<file path="config.mk">
export PLATFORM = sky130hd
export DESIGN_NAME = fnv1a_splitmix_binding_hash_core
export DESIGN_NICKNAME = d
export VERILOG_FILES = /design/src/rtl/fbh_pkg.sv /design/src/rtl/fbh_mul32.sv /design/src/rtl/fnv1a_splitmix_binding_hash_core.sv
export VERILOG_INCLUDE_DIRS = /design/src /design/src/rtl
export SDC_FILE = /design/constraint.sdc
export NUM_CORES = 2
export LEC_CHECK = 0
export ABC_AREA = 1
export BUFFER_PORTS_ARGS = -buffer_cell sky130_fd_sc_hd__buf_2
export CORE_UTILIZATION = 55
export DETAILED_ROUTE_END_ITERATION = 8
export GPL_TIMING_DRIVEN = 0
export PLACE_DENSITY = 0.75
export SLEW_MARGIN = 20
export SYNTH_ARGS = -nofsm -noshare
export SYNTH_HDL_FRONTEND = slang
export SYNTH_SLANG_ARGS = --single-unit
</file>
<file path="constraint.sdc">
create_clock -name clk_i -period 11 [get_ports clk_i]
set_input_delay 3.3 -clock clk_i [delete_from_list [all_inputs] [get_ports clk_i]]
set_output_delay 3.3 -clock clk_i [all_outputs]
set_load 0.01 [all_outputs]
</file>
<file path="src/rtl/fnv1a_splitmix_binding_hash_core_defines.svh">
// Assertion macros shared by the hash core.
`ifndef FNV1A_SPLITMIX_BINDING_HASH_CORE_DEFINES_SVH
`define FNV1A_SPLITMIX_BINDING_HASH_CORE_DEFINES_SVH

// Same-cycle implication, sampled on clk_i, off during reset.
`define FBH_ASSERT_NOW(lbl, ante, cons, msg) \
  lbl: assert property (@(posedge clk_i) disable iff (!rst_ni) (ante) |-> (cons)) \
    else $error(msg);

// Next-cycle implication, sampled on clk_i, off during reset.
`define FBH_ASSERT_NEXT(lbl, ante, cons, msg) \
  lbl: assert property (@(posedge clk_i) disable iff (!rst_ni) (ante) |=> (cons)) \
    else $error(msg);

`endif

</file>
<file path="src/rtl/fbh_pkg.sv">
package fbh_pkg;

  // FNV-1a 64-bit constants
  localparam logic [63:0] FNV_BASIS = 64'hcbf29ce484222325;

  // splitmix64 finalizer constants
  localparam logic [63:0] SM_MUL_A  = 64'hbf58476d1ce4e5b9;
  localparam logic [63:0] SM_MUL_B  = 64'h94d049bb133111eb;
  localparam logic [5:0]  XS_SHIFT0 = 6'd30;
  localparam logic [5:0]  XS_SHIFT1 = 6'd27;
  localparam logic [5:0]  XS_SHIFT2 = 6'd31;

  // Finalizer rounds: two multiply rounds, then the closing xor-shift
  localparam logic [1:0]  ROUND_LAST = 2'd2;

  // Multiply phases over the shared 32x32 multiplier
  localparam logic [1:0]  PH_LOLO = 2'd0;
  localparam logic [1:0]  PH_LOHI = 2'd1;
  localparam logic [1:0]  PH_HILO = 2'd2;
  localparam logic [1:0]  PH_SUM  = 2'd3;

  typedef enum logic [2:0] {
    ST_IDLE,
    ST_FOLD,
    ST_XS,
    ST_MUL,
    ST_OUT
  } fbh_state_e;

  // One FNV-1a byte step; prime 2^40 + 0x1b3 as shifts and adds
  function automatic logic [63:0] fnv_step(logic [63:0] h, logic [7:0] b);
    logic [63:0] x;
    x = h ^ {56'd0, b};
    return x + (x << 40) + (x << 8) + (x << 7) + (x << 5) + (x << 4) + (x << 1);
  endfunction

endpackage

</file>
<file path="src/rtl/fbh_mul32.sv">
// Shared 32x32 multiplier with registered product
module fbh_mul32 (
  input  logic        clk_i,
  input  logic        en_i,
  input  logic [31:0] a_i,
  input  logic [31:0] b_i,
  output logic [63:0] prod_o
);
  logic [63:0] prod_q;
  logic [63:0] prod_d;

  assign prod_d = en_i ? (64'(a_i) * 64'(b_i)) : prod_q;

  always_ff @(posedge clk_i) begin
    prod_q <= prod_d;
  end

  assign prod_o = prod_q;

endmodule

</file>
<file path="src/rtl/fnv1a_splitmix_binding_hash_core.sv">
// FNV-1a 64-bit message hash with build-id fold and splitmix64 finalizer.
// Input channel (in_valid_i / in_stall_o): one message byte per item with
// last_byte_i marking the final byte. A byte not marked last is taken
// without stalling the input and updates the running hash; no result follows.
// Last byte: the block stalls its input while it folds the eight bytes of
// build_id (one FNV step per cycle), then runs the splitmix64 finalizer.
// Each 64-bit multiply is three 32x32 partial products through one shared
// registered multiplier plus a sum phase. A last byte passes through 8 fold
// steps, xor-shift and multiply twice (4 phases each), a closing xor-shift
// and the output load. The running hash returns to the offset basis at once.
// Output channel (out_valid_o / out_stall_i): one registered result slot.
// Non-last bytes keep flowing while a result waits; a finished result stalls
// the core only when the slot is still held by an earlier stalled result.
// Config channel (cfg_valid_i / cfg_ready_o): always ready, writes build_id.
// Write it only while the core is idle.
// Reset (rst_ni low, async): hash = offset basis, build_id = 0, no result.
`include "fnv1a_splitmix_binding_hash_core_defines.svh"

module fnv1a_splitmix_binding_hash_core (
  input  logic        clk_i,
  input  logic        rst_ni,
  input  logic        cfg_valid_i,
  output logic        cfg_ready_o,
  input  logic [63:0] cfg_data_i,
  input  logic        in_valid_i,
  output logic        in_stall_o,
  input  logic [7:0]  data_byte_i,
  input  logic        last_byte_i,
  output logic        out_valid_o,
  input  logic        out_stall_i,
  output logic [63:0] mask_o
);
  import fbh_pkg::*;

  fbh_state_e  state_q, state_d;
  logic [63:0] hash_q, hash_d;
  logic [63:0] v_q, v_d;
  logic [63:0] acc_q, acc_d;
  logic [63:0] build_id_q, build_id_d;
  logic [63:0] mask_q, mask_d;
  logic        out_valid_q, out_valid_d;
  logic [2:0]  cnt_q, cnt_d;
  logic [1:0]  ph_q, ph_d;
  logic [1:0]  round_q, round_d;

  logic        in_acc;
  logic        slot_free;
  logic [63:0] fnv_h;
  logic [7:0]  fnv_b;
  logic [63:0] fnv_res;
  logic [5:0]  xs_sh;
  logic [63:0] xs_res;
  logic [63:0] mul_k;
  logic        mul_en;
  logic [31:0] mul_a, mul_b;
  logic [63:0] prod;

  assign cfg_ready_o = 1'b1;
  assign in_stall_o  = (state_q != ST_IDLE);
  assign in_acc      = in_valid_i && !in_stall_o;
  assign slot_free   = !out_valid_q || !out_stall_i;
  assign out_valid_o = out_valid_q;
  assign mask_o      = mask_q;

  // Shared FNV step: input byte in idle, build-id bytes while folding
  assign fnv_h   = (state_q == ST_IDLE) ? hash_q : v_q;
  assign fnv_b   = (state_q == ST_IDLE) ? data_byte_i : build_id_q[{cnt_q, 3'b000} +: 8];
  assign fnv_res = fnv_step(fnv_h, fnv_b);

  // Shared xor-shift unit
  always_comb begin
    case (round_q)
      2'd0:    xs_sh = XS_SHIFT0;
      2'd1:    xs_sh = XS_SHIFT1;
      default: xs_sh = XS_SHIFT2;
    endcase
  end
  assign xs_res = v_q ^ (v_q >> xs_sh);

  // Multiplier operand select per phase
  assign mul_k  = (round_q == 2'd0) ? SM_MUL_A : SM_MUL_B;
  assign mul_en = (state_q == ST_MUL) && (ph_q != PH_SUM);
  always_comb begin
    case (ph_q)
      PH_LOLO: begin mul_a = v_q[31:0];  mul_b = mul_k[31:0];  end
      PH_LOHI: begin mul_a = v_q[31:0];  mul_b = mul_k[63:32]; end
      default: begin mul_a = v_q[63:32]; mul_b = mul_k[31:0];  end
    endcase
  end

  fbh_mul32 u_mul (
    .clk_i  (clk_i),
    .en_i   (mul_en),
    .a_i    (mul_a),
    .b_i    (mul_b),
    .prod_o (prod)
  );

  // Next state
  always_comb begin
    state_d = state_q;
    unique case (state_q)
      ST_IDLE: if (in_acc && last_byte_i) state_d = ST_FOLD;
      ST_FOLD: if (cnt_q == 3'd7) state_d = ST_XS;
      ST_XS:   state_d = (round_q == ROUND_LAST) ? ST_OUT : ST_MUL;
      ST_MUL:  if (ph_q == PH_SUM) state_d = ST_XS;
      ST_OUT:  if (slot_free) state_d = ST_IDLE;
      default: state_d = ST_IDLE;
    endcase
  end

  // Datapath and outputs
  always_comb begin
    hash_d      = hash_q;
    v_d         = v_q;
    acc_d       = acc_q;
    cnt_d       = cnt_q;
    ph_d        = ph_q;
    round_d     = round_q;
    mask_d      = mask_q;
    out_valid_d = out_valid_q && out_stall_i;
    build_id_d  = cfg_valid_i ? cfg_data_i : build_id_q;
    unique case (state_q)
      ST_IDLE: begin
        if (in_acc) begin
          if (last_byte_i) begin
            v_d     = fnv_res;
            hash_d  = FNV_BASIS;
            cnt_d   = 3'd0;
            round_d = 2'd0;
          end else begin
            hash_d = fnv_res;
          end
        end
      end
      ST_FOLD: begin
        v_d   = fnv_res;
        cnt_d = cnt_q + 3'd1;
      end
      ST_XS: begin
        v_d  = xs_res;
        ph_d = PH_LOLO;
      end
      ST_MUL: begin
        ph_d = ph_q + 2'd1;
        case (ph_q)
          PH_LOLO: ;
          PH_LOHI: acc_d = prod;
          PH_HILO: acc_d[63:32] = acc_q[63:32] + prod[31:0];
          default: begin
            v_d     = acc_q + {prod[31:0], 32'd0};
            round_d = round_q + 2'd1;
          end
        endcase
      end
      ST_OUT: begin
        if (slot_free) begin
          mask_d      = v_q;
          out_valid_d = 1'b1;
          round_d     = 2'd0;
        end
      end
      default: ;
    endcase
  end

  // Control registers
  always_ff @(posedge clk_i or negedge rst_ni) begin
    if (!rst_ni) begin
      state_q     <= ST_IDLE;
      hash_q      <= FNV_BASIS;
      build_id_q  <= 64'd0;
      out_valid_q <= 1'b0;
      cnt_q       <= 3'd0;
      ph_q        <= PH_LOLO;
      round_q     <= 2'd0;
    end else begin
      state_q     <= state_d;
      hash_q      <= hash_d;
      build_id_q  <= build_id_d;
      out_valid_q <= out_valid_d;
      cnt_q       <= cnt_d;
      ph_q        <= ph_d;
      round_q     <= round_d;
    end
  end

  // Payload registers
  always_ff @(posedge clk_i) begin
    v_q    <= v_d;
    acc_q  <= acc_d;
    mask_q <= mask_d;
  end

  // Checks
  `FBH_ASSERT_NEXT(a_last_restarts, in_acc && last_byte_i,
    state_q == ST_FOLD && cnt_q == 3'd0 && hash_q == FNV_BASIS,
    "last byte did not start fold with hash back at basis")
  `FBH_ASSERT_NEXT(a_result_src, !out_valid_q && state_q != ST_OUT,
    !out_valid_q, "result appeared outside output load")
  `FBH_ASSERT_NOW(a_mul_round, state_q == ST_MUL,
    round_q == 2'd0 || round_q == 2'd1, "multiply phase in closing round")

endmodule

</file>
==> summary.txt <==
Run status
  • Status: finished, final reports clean

Logic synthesis
  • Commonest cells in the netlist: inv_1 (1815), nand2_1 (1161), fa_1 (1051), nor2_1 (641), ha_1 (502)
  • Net Count, Synth: 8783
  • Leading area contributor after synthesis: fa_1
  • Share of the synthesized area in the top cell type: 34.3%
  • Synth top area cells: fa_1 (34%), edfxtp_1 (13%), inv_1 (11%), ha_1 (10%), nand2_1 (7.1%)
  • Most frequent cell after synthesis: inv_1
  • Synthesized area: 0.0613 mm2
  • Post-Syn Instances: 7152
  • Sequential cell area fraction in the yosys report: 18.3%
  • Top_reg_cell synth: edfxtp_1
  • Synth unique cells: 49
  • Seq cells post-synth: 395
  • EDFF count, synth: 256
  • Syn Area/Cell: 8.57 um2
  • Asr flop ratio synth: 35.2%
  • Synth warnings: 0

Timing
  • Post-Route Skew: 0.0461 ns
  • Fin. max-slew vios: 0
  • Worst Tran Pin Value: 1.29 ns
  • Fmax: 0.0910 GHz
  • Setup-failing EPs final: 0
  • RSZ-0062 raised after global routing: no
  • Final worst path period share: 99.9%
  • Fin crit period: 10.99 ns
  • Final Hold Fails: 0
  • WHS: 0.465 ns
  • Relative slew margins: 14.1%

Run
  • Max Cap Violations: 0

Clock tree
  • # hold bufs at CTS: 0
  • CTS tree: done
  • Sink Count: 395
  • CTS root buf: clkbuf_16
  • Reg clk slew, reported paths: 0.06 ns
  • Post-CTS Setup Bufs: 0
  • Clk Latency, worst-skew pair: 0.64 ns
  • Clk buf depth: 3
  • H-tree depth: 2
  • CTS Buf Count: 44

Floorplan
  • Standard-cell rows: 122
  • Core ar.: 0.111 mm2
  • Die Y-Extent: 336 um
  • Initial Util: 55.4%
  • Top-Level Pins: 145
  • Die width: 336 um
  • Die footprint: 0.113 mm2

Detailed routing
  • Drt drc: 0
  • Antenna viol nets, final: 0
  • Detailed Route WL: 266 mm
  • Via count: 52496
  • Wirelength per Cell: 29.8 um
  • Vias per std cell: 5.89
  • DRT iter0 DRCs: 6394
  • Router iterations before antenna repair: 8

Worst setup path
  • CP Capture Type: register
  • Crit Path Max Fanout: 10
  • Critical Path RT: 11.38 ns
  • Critical Path Source Type: register
  • Crit-path most repeated cell: inv_1
  • Crit Path Class: reg2reg
  • Max incr delay on CP: 0.75 ns
  • Slowest library cell on the worst path: fa_1
  • Worst Path Arrival: 11.37 ns

Finish
  • Layout area overhead: 8.10%
  • Layout cells sized above 1: 6.31%
  • Nets: 9016
  • Post-route core utilization: 59.9%
  • Fillcell total: 10082
  • Final non-filler cell total: 8912

GRT
  • Gr usage total: 47.8%
  • Vias in the first global route: 53252
  • Total grt overflow: 0
  • First-pass GRT wire length: 374 mm
  • Largest net degree at the start of global routing: 74
  • Initial antenna violation count: 11

Place
  • Gpl congestion: 1.13
  • DP Wirelength: 229 mm
  • # port buffers: 142
  • Post-placement cell count: 8829

Min path
  • Worst Hold Class: reg2reg
flip-flops by register name (all words and copies together) (netlist names):
register	cells
out_valid_o	1
build_id_q	64
round_q	2
cnt_q	3
v_q	64
u_mul.prod_o	64
hash_q	64
acc_q	64
mask_o	64
ph_q	2
state_q	3
worst paths after layout:
| kind | cells past startpoint | slack, ns | startpoint | endpoint |
|---|---|---|---|---|
| min in group asynchronous | 1 | 2.62 | rst_ni | build_id_q[2] |
| max | 32 | 0.009 | round_q[0] | u_mul.prod_o[51] |
| min | 0 | 0.46 | u_mul.prod_o[13] | acc_q[13] |
| max reg2reg | 32 | 0.009 | round_q[0] | u_mul.prod_o[51] |
| max in group asynchronous | 2 | 7.52 | rst_ni | hash_q[57] |
| min reg2reg | 0 | 0.46 | u_mul.prod_o[13] | acc_q[13] |
stage by stage:
stage                     instance area [um2]  worst slack (ns)  TNS (ns)
after floorplan                         61300              3.10         0
after global placement                  63800            -0.279    -0.986
after detailed placement                64700            -0.208    -0.772
after CTS                               66200            0.0238         0
after global routing                    66200           0.00700         0
final                                   66200           0.00863         0
kinds of logic (layout without fill, tap and decap cells):
kind of cell | count (synthesis) | count (layout) | share of synthesized area (%)
and+or+nand+nor | 2211 | 2211 | 14.6
buffers and inverters | 1986 | 2254 | 12.2
adders and majority gates | 1553 | 1553 | 44.6
AOI/OAI and AO/OA | 809 | 809 | 7.23
DFF | 395 | 395 | 18.3
xor gates and xnor gates | 136 | 136 | 1.94
muxes | 61 | 61 | 1.06
other | 1 | 5 | 0.00612
cell type report:
cell class | instances | area, um2 | area share [%]
sequential | 395 | 11200 | 16.9
timing repair buffer | 189 | 1370 | 2.06
antenna | 4 | 10.0 | 0.0151
tap | 1488 | 1860 | 2.81
clock inverter | 24 | 284 | 0.429
buffer | 146 | 611 | 0.922
clock buffer | 57 | 1200 | 1.81
inverter | 1838 | 6900 | 10.4
multi-input combinational | 4771 | 42800 | 64.6
critical path: cells and delay by family (launching register included):
family	cells	cell delay (ns)
flip-flops	1	0.38
AND/OR/NAND/NOR	11	2.59
adder cells (fa/ha/maj)	10	5.24
buffers and inverters	11	2.51
placed cells by master (no fill, tap or decap), types with 6 or more instances in the layout:
cell type  count
clkbuf_2      10
buf_4         13
o21bai_1      33
nand4_1       44
mux2_2        32
a31oi_1       11
a21oi_1      258
buf_6         19
clkbuf_1     101
ha_1         502
o21ai_0      314
buf_1         12
clkbuf_16     45
edfxtp_1     256
a21boi_0       8
o21a_1        12
mux2i_1       29
inv_1       1815
dfstp_2       28
nor2_4         6
o22ai_1       28
nand2_1     1160
nand3_1      273
buf_2        169
fa_1        1051
inv_2         17
clkinv_1      13
xor2_1       106
o21ai_2       48
o21ai_1       27
or2_2         28
dfrtp_1      111
nor2_1       632
buf_8          9
a21o_1        25
xnor2_1       29
nor2_2         9
nand3b_1      16
o211ai_1      29
nor3_1        32
per-layer routing:
layer / track usage, % / vias to the layer above / share of wire, %
met5: 0 / - / 0.039
met4: 45.6 / 14 / 12
met3: 11.6 / 1135 / 9.9
met2: 74.2 / 3414 / 44
met1: 54.0 / 25656 / 34
li1: - / 22277 / -
timing repair:
item	4_1_cts	5_1_grt
endpoints found under the hold margin	0	0
cloned	0	0
endpoints found under the setup margin	7	8
resized for setup	2	8
Power is left out: the tool's default activity adds up to more than one toggle a clock period on the data nets, which glitch-free logic cannot reach.
